**config.mk**
```make
export PLATFORM = sky130hd
export DESIGN_NAME = packet_frame_receiver
export DESIGN_NICKNAME = d
export VERILOG_FILES = /design/src/rtl/pfr_pkg.sv /design/src/rtl/pfr_parser.sv /design/src/rtl/packet_frame_receiver.sv
export SDC_FILE = /design/constraint.sdc
export NUM_CORES = 1
export LEC_CHECK = 0
export BUFFER_PORTS_ARGS = -buffer_cell sky130_fd_sc_hd__buf_4
export CORE_ASPECT_RATIO = 0.75
export CORE_MARGIN = 5
export CORE_UTILIZATION = 25
export CTS_CLUSTER_SIZE = 24
export DETAILED_ROUTE_END_ITERATION = 6
export PLACE_DENSITY = 0.51
export SYNTH_ARGS = -nofsm -noshare
export SYNTH_HDL_FRONTEND = slang
export SYNTH_SLANG_ARGS = --single-unit
```
**constraint.sdc**
```tcl
create_clock -name clk -period 8 [get_ports clk]
set_input_delay 0.8 -clock clk [delete_from_list [all_inputs] [get_ports clk]]
set_output_delay 0.8 -clock clk [all_outputs]
set_load 0.005 [all_outputs]
```
**src/rtl/pfr_pkg.sv**
```systemverilog
`default_nettype none

package pfr_pkg;

    // Status codes of a result transaction.
    localparam logic [2:0] ST_BUSY      = 3'd0;
    localparam logic [2:0] ST_COMPLETE  = 3'd1;
    localparam logic [2:0] ST_BAD_START = 3'd2;
    localparam logic [2:0] ST_TOO_LARGE = 3'd3;
    localparam logic [2:0] ST_OVERFLOW  = 3'd4;

    // Configuration port.
    localparam int CFG_IDX_W  = 2;
    localparam int CFG_DATA_W = 11;

    localparam logic [CFG_IDX_W-1:0] CFG_START_FIRST  = 2'd0;
    localparam logic [CFG_IDX_W-1:0] CFG_START_SECOND = 2'd1;
    localparam logic [CFG_IDX_W-1:0] CFG_PAYLOAD_LIM  = 2'd2;

    localparam logic [7:0]  RST_START_FIRST  = 8'hB0;
    localparam logic [7:0]  RST_START_SECOND = 8'hB2;
    localparam logic [10:0] RST_PAYLOAD_LIM  = 11'd1024;

    localparam int HEADER_BYTES = 8;

    typedef struct packed {
        logic [7:0]  start_first;
        logic [7:0]  start_second;
        logic [10:0] payload_limit;
    } cfg_t;

    typedef struct packed {
        logic [2:0]  status;
        logic [7:0]  data_byte;
        logic        payload_valid;
        logic        header_done;
        logic [15:0] frame_kind;
        logic [15:0] packet_count;
        logic [15:0] frame_len;
    } result_t;

endpackage

`default_nettype wire

```
**src/rtl/pfr_parser.sv**
```systemverilog
`default_nettype none

module pfr_parser
    import pfr_pkg::*;
#(
    parameter int MAX_PAYLOAD = 1024
) (
    input  wire logic       clk,
    input  wire logic       rst_n,
    input  wire logic       take,
    input  wire logic [7:0] rx_byte,
    input  wire cfg_t       cfg,
    output result_t         res
);

    localparam int OVF_COUNT = HEADER_BYTES + MAX_PAYLOAD;
    localparam int IDX_W     = $clog2(OVF_COUNT + 1);

    localparam logic [IDX_W-1:0] OVF_IDX   = IDX_W'(OVF_COUNT);
    localparam logic [IDX_W-1:0] IDX_ONE   = IDX_W'(1);
    localparam logic [IDX_W-1:0] IDX_TYPE  = IDX_W'(4);
    localparam logic [IDX_W-1:0] IDX_COUNT = IDX_W'(6);
    localparam logic [IDX_W-1:0] IDX_HDR   = IDX_W'(HEADER_BYTES);
    localparam logic [15:0]      MAX_SIZE  = 16'(MAX_PAYLOAD);
    localparam logic [16:0]      HDR_WIDE  = 17'(HEADER_BYTES);

    localparam logic [2:0] PH_MARKER   = 3'd0;
    localparam logic [2:0] PH_TYPE     = 3'd1;
    localparam logic [2:0] PH_COUNT    = 3'd2;
    localparam logic [2:0] PH_SIZE     = 3'd3;
    localparam logic [2:0] PH_PAYLOAD  = 3'd4;
    localparam logic [2:0] PH_COMPLETE = 3'd5;

    logic [2:0]       phase_reg, phase_next;
    logic [IDX_W-1:0] idx_reg, idx_next;
    logic [7:0]       first_reg, first_next;
    logic [15:0]      type_reg, type_next;
    logic [15:0]      count_reg, count_next;
    logic [15:0]      size_reg, size_next;
    logic             hdr_reg, hdr_next;
    logic [15:0]      limit_eff;
    logic [15:0]      limit_cfg;

    // Saturate the configured limit at the built maximum.
    assign limit_cfg = {5'd0, cfg.payload_limit};
    assign limit_eff = (limit_cfg > MAX_SIZE) ? MAX_SIZE : limit_cfg;

    always_comb
    begin
        phase_next = phase_reg;
        idx_next   = idx_reg;
        first_next = first_reg;
        type_next  = type_reg;
        count_next = count_reg;
        size_next  = size_reg;
        hdr_next   = hdr_reg;
        res.status        = ST_BUSY;
        res.payload_valid = 1'b0;

        if (take)
        begin
            // A finished packet restarts before the new byte is parsed.
            if (phase_reg == PH_COMPLETE)
            begin
                phase_next = PH_MARKER;
                idx_next   = '0;
                first_next = '0;
                type_next  = '0;
                count_next = '0;
                size_next  = '0;
                hdr_next   = 1'b0;
            end

            if (idx_next >= OVF_IDX)
            begin
                res.status = ST_OVERFLOW;
            end
            else
            begin
                idx_next = idx_next + IDX_ONE;
                case (phase_next)
                    PH_MARKER:
                    begin
                        if (idx_next == IDX_ONE)
                        begin
                            first_next = rx_byte;
                        end
                        else if (first_next != cfg.start_first ||
                                 rx_byte != cfg.start_second)
                        begin
                            phase_next = PH_MARKER;
                            idx_next   = '0;
                            first_next = '0;
                            type_next  = '0;
                            count_next = '0;
                            size_next  = '0;
                            hdr_next   = 1'b0;
                            res.status = ST_BAD_START;
                        end
                        else
                        begin
                            phase_next = PH_TYPE;
                        end
                    end
                    PH_TYPE:
                    begin
                        type_next = {type_next[7:0], rx_byte};
                        if (idx_next == IDX_TYPE)
                        begin
                            phase_next = PH_COUNT;
                        end
                    end
                    PH_COUNT:
                    begin
                        count_next = {count_next[7:0], rx_byte};
                        if (idx_next == IDX_COUNT)
                        begin
                            phase_next = PH_SIZE;
                        end
                    end
                    PH_SIZE:
                    begin
                        size_next = {size_next[7:0], rx_byte};
                        if (idx_next == IDX_HDR)
                        begin
                            if (size_next > limit_eff)
                            begin
                                phase_next = PH_MARKER;
                                idx_next   = '0;
                                first_next = '0;
                                type_next  = '0;
                                count_next = '0;
                                size_next  = '0;
                                hdr_next   = 1'b0;
                                res.status = ST_TOO_LARGE;
                            end
                            else
                            begin
                                hdr_next = 1'b1;
                                if (size_next == 16'd0)
                                begin
                                    phase_next = PH_COMPLETE;
                                    res.status = ST_COMPLETE;
                                end
                                else
                                begin
                                    phase_next = PH_PAYLOAD;
                                end
                            end
                        end
                    end
                    PH_PAYLOAD:
                    begin
                        res.payload_valid = 1'b1;
                        if (17'(idx_next) >= ({1'b0, size_next} + HDR_WIDE))
                        begin
                            phase_next = PH_COMPLETE;
                            res.status = ST_COMPLETE;
                        end
                    end
                    default:
                    begin
                    end
                endcase
            end
        end

        res.data_byte    = rx_byte;
        res.header_done  = hdr_next;
        res.frame_kind   = type_next;
        res.packet_count = count_next;
        res.frame_len    = size_next;
    end

    always_ff @(posedge clk or negedge rst_n)
    begin
        if (!rst_n)
        begin
            phase_reg <= PH_MARKER;
            idx_reg   <= '0;
            first_reg <= '0;
            type_reg  <= '0;
            count_reg <= '0;
            size_reg  <= '0;
            hdr_reg   <= 1'b0;
        end
        else
        begin
            phase_reg <= phase_next;
            idx_reg   <= idx_next;
            first_reg <= first_next;
            type_reg  <= type_next;
            count_reg <= count_next;
            size_reg  <= size_next;
            hdr_reg   <= hdr_next;
        end
    end

endmodule

`default_nettype wire

```
**src/rtl/packet_frame_receiver.sv**
```systemverilog
// Byte-serial deframer for length-prefixed packets.
// Input channel: in_valid / in_ready carry one received byte (rx_byte) per transaction.
// Output channel: out_valid / out_ready carry one result transaction per input byte:
//   status, the echoed data_byte, payload_valid, header_done and the captured
//   frame_kind, packet_count and frame_len fields.
// A packet is two start marker bytes, big-endian type, count and size, then payload.
// Configuration: cfg_we writes cfg_data into register cfg_index (0 first marker,
//   1 second marker, 2 payload limit); other indexes are ignored. Write only while idle.
// Result path: a result is valid in the cycle after its byte is accepted, unless the
//   output register still holds an untaken result; then it waits in the skid register.
// Throughput: one byte per cycle while in_ready is high; the parse is a single
//   compare-and-update pass between the parser state registers and the output register.
// Stalls: a two-entry output stage (output register plus skid register) absorbs a
//   stalled receiver; in_ready drops only when both entries hold results.
// Reset (rst_n low, asynchronous): parser returns to the start marker phase with all
//   captured fields zero, configuration returns to 0xB0 / 0xB2 / 1024, and both
//   output entries are emptied.
`default_nettype none

module packet_frame_receiver
    import pfr_pkg::*;
#(
    parameter int MAX_PAYLOAD = 1024
) (
    input  wire logic                  clk,
    input  wire logic                  rst_n,
    input  wire logic                  in_valid,
    output logic                       in_ready,
    input  wire logic [7:0]            rx_byte,
    output logic                       out_valid,
    input  wire logic                  out_ready,
    output logic [2:0]                 status,
    output logic [7:0]                 data_byte,
    output logic                       payload_valid,
    output logic                       header_done,
    output logic [15:0]                frame_kind,
    output logic [15:0]                packet_count,
    output logic [15:0]                frame_len,
    input  wire logic                  cfg_we,
    input  wire logic [CFG_IDX_W-1:0]  cfg_index,
    input  wire logic [CFG_DATA_W-1:0] cfg_data
);

    cfg_t    cfg_reg;
    result_t new_res;
    result_t out_reg;
    result_t skid_reg;
    logic    out_valid_reg;
    logic    skid_valid_reg;
    logic    in_take;
    logic    out_take;

    assign in_ready = !skid_valid_reg;
    assign in_take  = in_valid && in_ready;
    assign out_take = out_valid_reg && out_ready;

    // Configuration registers; a write to an unused index is dropped.
    always_ff @(posedge clk or negedge rst_n)
    begin
        if (!rst_n)
        begin
            cfg_reg.start_first   <= RST_START_FIRST;
            cfg_reg.start_second  <= RST_START_SECOND;
            cfg_reg.payload_limit <= RST_PAYLOAD_LIM;
        end
        else if (cfg_we)
        begin
            case (cfg_index)
                CFG_START_FIRST:  cfg_reg.start_first   <= cfg_data[7:0];
                CFG_START_SECOND: cfg_reg.start_second  <= cfg_data[7:0];
                CFG_PAYLOAD_LIM:  cfg_reg.payload_limit <= cfg_data;
                default:          ;
            endcase
        end
    end

    pfr_parser #(
        .MAX_PAYLOAD (MAX_PAYLOAD)
    ) u_parser (
        .clk     (clk),
        .rst_n   (rst_n),
        .take    (in_take),
        .rx_byte (rx_byte),
        .cfg     (cfg_reg),
        .res     (new_res)
    );

    // Output stage valid bits: advance the skid entry when the head is taken,
    // otherwise land a new result in the head if it frees up, else hold it in skid.
    always_ff @(posedge clk or negedge rst_n)
    begin
        if (!rst_n)
        begin
            out_valid_reg  <= 1'b0;
            skid_valid_reg <= 1'b0;
        end
        else if (skid_valid_reg)
        begin
            if (out_take)
            begin
                skid_valid_reg <= 1'b0;
            end
        end
        else if (in_take)
        begin
            if (out_valid_reg && !out_ready)
            begin
                skid_valid_reg <= 1'b1;
            end
            else
            begin
                out_valid_reg <= 1'b1;
            end
        end
        else if (out_take)
        begin
            out_valid_reg <= 1'b0;
        end
    end

    // Payload of the output stage, no reset needed.
    always_ff @(posedge clk)
    begin
        if (skid_valid_reg)
        begin
            if (out_take)
            begin
                out_reg <= skid_reg;
            end
        end
        else if (in_take)
        begin
            if (out_valid_reg && !out_ready)
            begin
                skid_reg <= new_res;
            end
            else
            begin
                out_reg <= new_res;
            end
        end
    end

    assign out_valid     = out_valid_reg;
    assign status        = out_reg.status;
    assign data_byte     = out_reg.data_byte;
    assign payload_valid = out_reg.payload_valid;
    assign header_done   = out_reg.header_done;
    assign frame_kind    = out_reg.frame_kind;
    assign packet_count  = out_reg.packet_count;
    assign frame_len     = out_reg.frame_len;

endmodule

`default_nettype wire

```
==> results.py <==
metrics = {
    "sta": {
        "setup_viol": 0,
        "setup_slack_ns": 2.88,
        "fin_crit_ns": 5.12,
        "max_freq_ghz": 0.195,
        "final_hold_viol_count": 0,
        "rsz0062_at_grt": "false",
        "worst_pin_slew_ns": 1.24,
        "slew_violations": 0,
        "slew_headroom_pct": 17.3,
        "finalClockSkew_ns": 0.0113,
        "min_period_over_period_pct": 64.0,
        "setup-tns-final_ns": 0,
    },
    "global_route": {
        "antenna_found_initial": 0,
        "track_usage_pct": 12.4,
        "grt_pass1_vias": 7681,
        "grt_start_max_net_pins": 66,
        "grt_first_pass_wirelength_mm": 47.1,
        "gr-total-overflow": 0,
    },
    "critical_path": {
        "critPathLaunchType": "flop",
        "crit_arrival_ns": 5.33,
        "cp_slowest_stage_delay_ns": 0.64,
        "cp_cell_sequence": "nand3b_1 -> buf_4 -> nand2_1 -> inv_1 -> ha_1 -> nand3_1 -> nor3_1 -> a41oi_1 -> a32o_2 -> nor3_1 -> a31oi_1 -> a21oi_2 -> o21ai_0",
        "crit_top_cell": "nor3_1",
        "worst-path-max-fanout": 45,
        "required_ns": 8.22,
        "cp-end-kind": "flop",
        "critPathKind": "reg2reg",
        "critPathSlowestCell": "a21oi_2",
    },
    "final_layout": {
        "final_common_cell": "edfxtp_1",
        "area_growth_pct": 17.8,
        "drive_gt1_share_pct": 20.5,
        "fin_nets": 1071,
        "fin_util_pct": 29.6,
        "filler_cell_count": 4472,
        "final_cell_mix": "edfxtp_1 (122), buf_4 (103), nand2_1 (101)",
        "antenna_cells": 0,
        "largest_register_ffs": 61,
        "final_cells": 1612,
    },
    "synthesis": {
        "synth-edff-count": 122,
        "ys_seq_area_share_pct": 56.8,
        "syn-instance-count": 953,
        "synthArstFlopShare_pct": 45.0,
        "synth.avg_cell_area_um2": 11.4,
        "syn_area_mm2": 0.0109,
        "synth.distinct_cells": 77,
        "synth_nets": 1006,
        "ys.flop_type": "edfxtp_1",
        "ys_warn_count": 0,
        "synth_seq_cells": 222,
    },
    "drt": {
        "viasPerCell": 4.86,
        "wirelength_mm": 30.6,
        "drcViolationCount": 0,
        "initialDrtViolationCount": 559,
        "vias": 7841,
        "ant_nets": 0,
        "firstDrtPassIters": 5,
        "wire_per_inst_um": 19.0,
    },
    "cts": {
        "root_buffer": "clkbuf_16",
        "numCtsBuffers": 22,
        "cts_sinks": 222,
        "ctsResizeCount": 0,
        "post_cts_buffers": 0,
        "postCtsHoldBufs": 0,
        "htree_levels": 1,
        "path_clk_slew_ns": 0.07,
        "tritoncts": "done",
        "clkLatencyLatePin_ns": 0.52,
        "clockBufferDepth": 3,
    },
    "die": {
        "die_h_um": 191,
        "start_util_pct": 25.2,
        "io_pins": 89,
        "core.rowCount": 66,
        "core_mm2": 0.0432,
        "dieArea_mm2": 0.0478,
        "die_w_um": 251,
    },
    "flow_run": {
        "cap_violations": 0,
    },
    "pwr": {
        "leakagePower_nw": 4.88,
        "ir_worst_vdd_uv": 167,
        "powerDensity_mw_per_mm2": 360,
        "p_total_mw": 4.60,
    },
    "placed_design": {
        "place_inst": 1572,
        "gp_congestion": 0.872,
        "pre_cts_ws_ns": 2.92,
        "io_buffers": 88,
        "dpl.hpwl_mm": 19.9,
    },
    "outcome": {
        "outcome": "finished, final reports clean",
    },
    "min_path": {
        "worstHoldPathType": "in2async",
    },
}
-- metal layers --
layer	global-route usage, %	part of all wire, %	wire length (um)
met3	3.25	6.6	2010
met1	19.2	50	15400
met2	17.7	42	12800
met5	0	0	0
met4	1.83	1.3	400
-- critical path: cells and delay by family, from the launching register on --
family / cells / cell delay, ns
buffers and inverters: 2 / 0.64
adder cells (fa/ha/maj): 1 / 0.32
flip-flops: 1 / 0.61
AO/OA/AOI/OAI: 5 / 1.65
AND/OR/NAND/NOR: 5 / 1.58
-- kinds of logic (layout without fill, tap and decap cells) --
family / Yosys count / in the layout / share of synthesized area [%]
AO/OA/AOI/OAI: 267 / 267 / 17.5
XOR/XNOR: 27 / 27 / 2.18
adder cells (fa/ha/maj): 27 / 27 / 3.11
buffers and inverters: 90 / 171 / 3.47
flip-flops: 222 / 222 / 56.8
multiplexers: 53 / 53 / 5.28
AND/OR/NAND/NOR: 267 / 267 / 11.7
-- metrics by stage --
step	hold slack, ns	instance area [um^2]
after floorplan	0.471	10900
after global placement	0.483	12100
after detailed placement	0.487	12100
after CTS	0.407	12800
after global routing	0.438	12800
final	0.377	12800
-- synthesized netlist by cell type, drive strengths merged, types with 21 or more instances --
| master | count | area [um^2] |
|---|---|---|
| dfrtp | 92 | 2300 |
| nand3 | 21 | 105 |
| a22oi | 31 | 233 |
| inv | 27 | 101 |
| nor2 | 72 | 278 |
| edfxtp | 122 | 3660 |
| a21oi | 53 | 269 |
| a22o | 25 | 219 |
| o21ai | 64 | 320 |
| clkbuf | 42 | 158 |
| ha | 27 | 338 |
| nand2 | 102 | 390 |
| mux2 | 35 | 394 |
-- where the power goes --
| group | leakage [nW] | switching (mW) | internal (mW) | total (mW) |
|---|---|---|---|---|
| Clock | 0.333 | 0.438 | 0.556 | 0.993 |
| Sequential | 2.35 | 0.223 | 1.68 | 1.90 |
| Combinational | 2.19 | 1.01 | 0.695 | 1.71 |
| Total | 4.88 | 1.67 | 2.93 | 4.60 |
-- area by class of cell --
cell class / count / area [um^2] / area share (%)
Clock buffer: 34 / 647 / 5.05
Clock inverter: 6 / 27.5 / 0.215
Inverter: 28 / 105 / 0.821
Multi-Input combinational cell: 641 / 4350 / 34.0
Sequential cell: 222 / 6180 / 48.3
Tap cell: 578 / 723 / 5.65
Timing Repair Buffer: 103 / 773 / 6.04
-- path summary, 6_finish.rpt --
| kind | startpoint | end | slack (ns) | cells after the start |
|---|---|---|---|---|
| max | u_parser.phase_reg[1]$_DFFE_PN0P_ | skid_reg[32]$_DFFE_PP_ | 2.88 | 13 |
| min | rst_n | u_parser.count_reg[13]$_DFF_PN0_ | 0.38 | 1 |
| max reg2reg | u_parser.phase_reg[1]$_DFFE_PN0P_ | skid_reg[32]$_DFFE_PP_ | 2.88 | 13 |
| min reg2reg | cfg_reg[0]$_DFFE_PN0P_ | cfg_reg[0]$_DFFE_PN0P_ | 0.50 | 1 |
| max in group asynchronous | rst_n | skid_valid_reg$_DFF_PN0_ | 6.44 | 2 |
| min in group clk | out_ready | skid_valid_reg$_DFF_PN0_ | 0.49 | 2 |
Power figures use the tool's default switching activity.
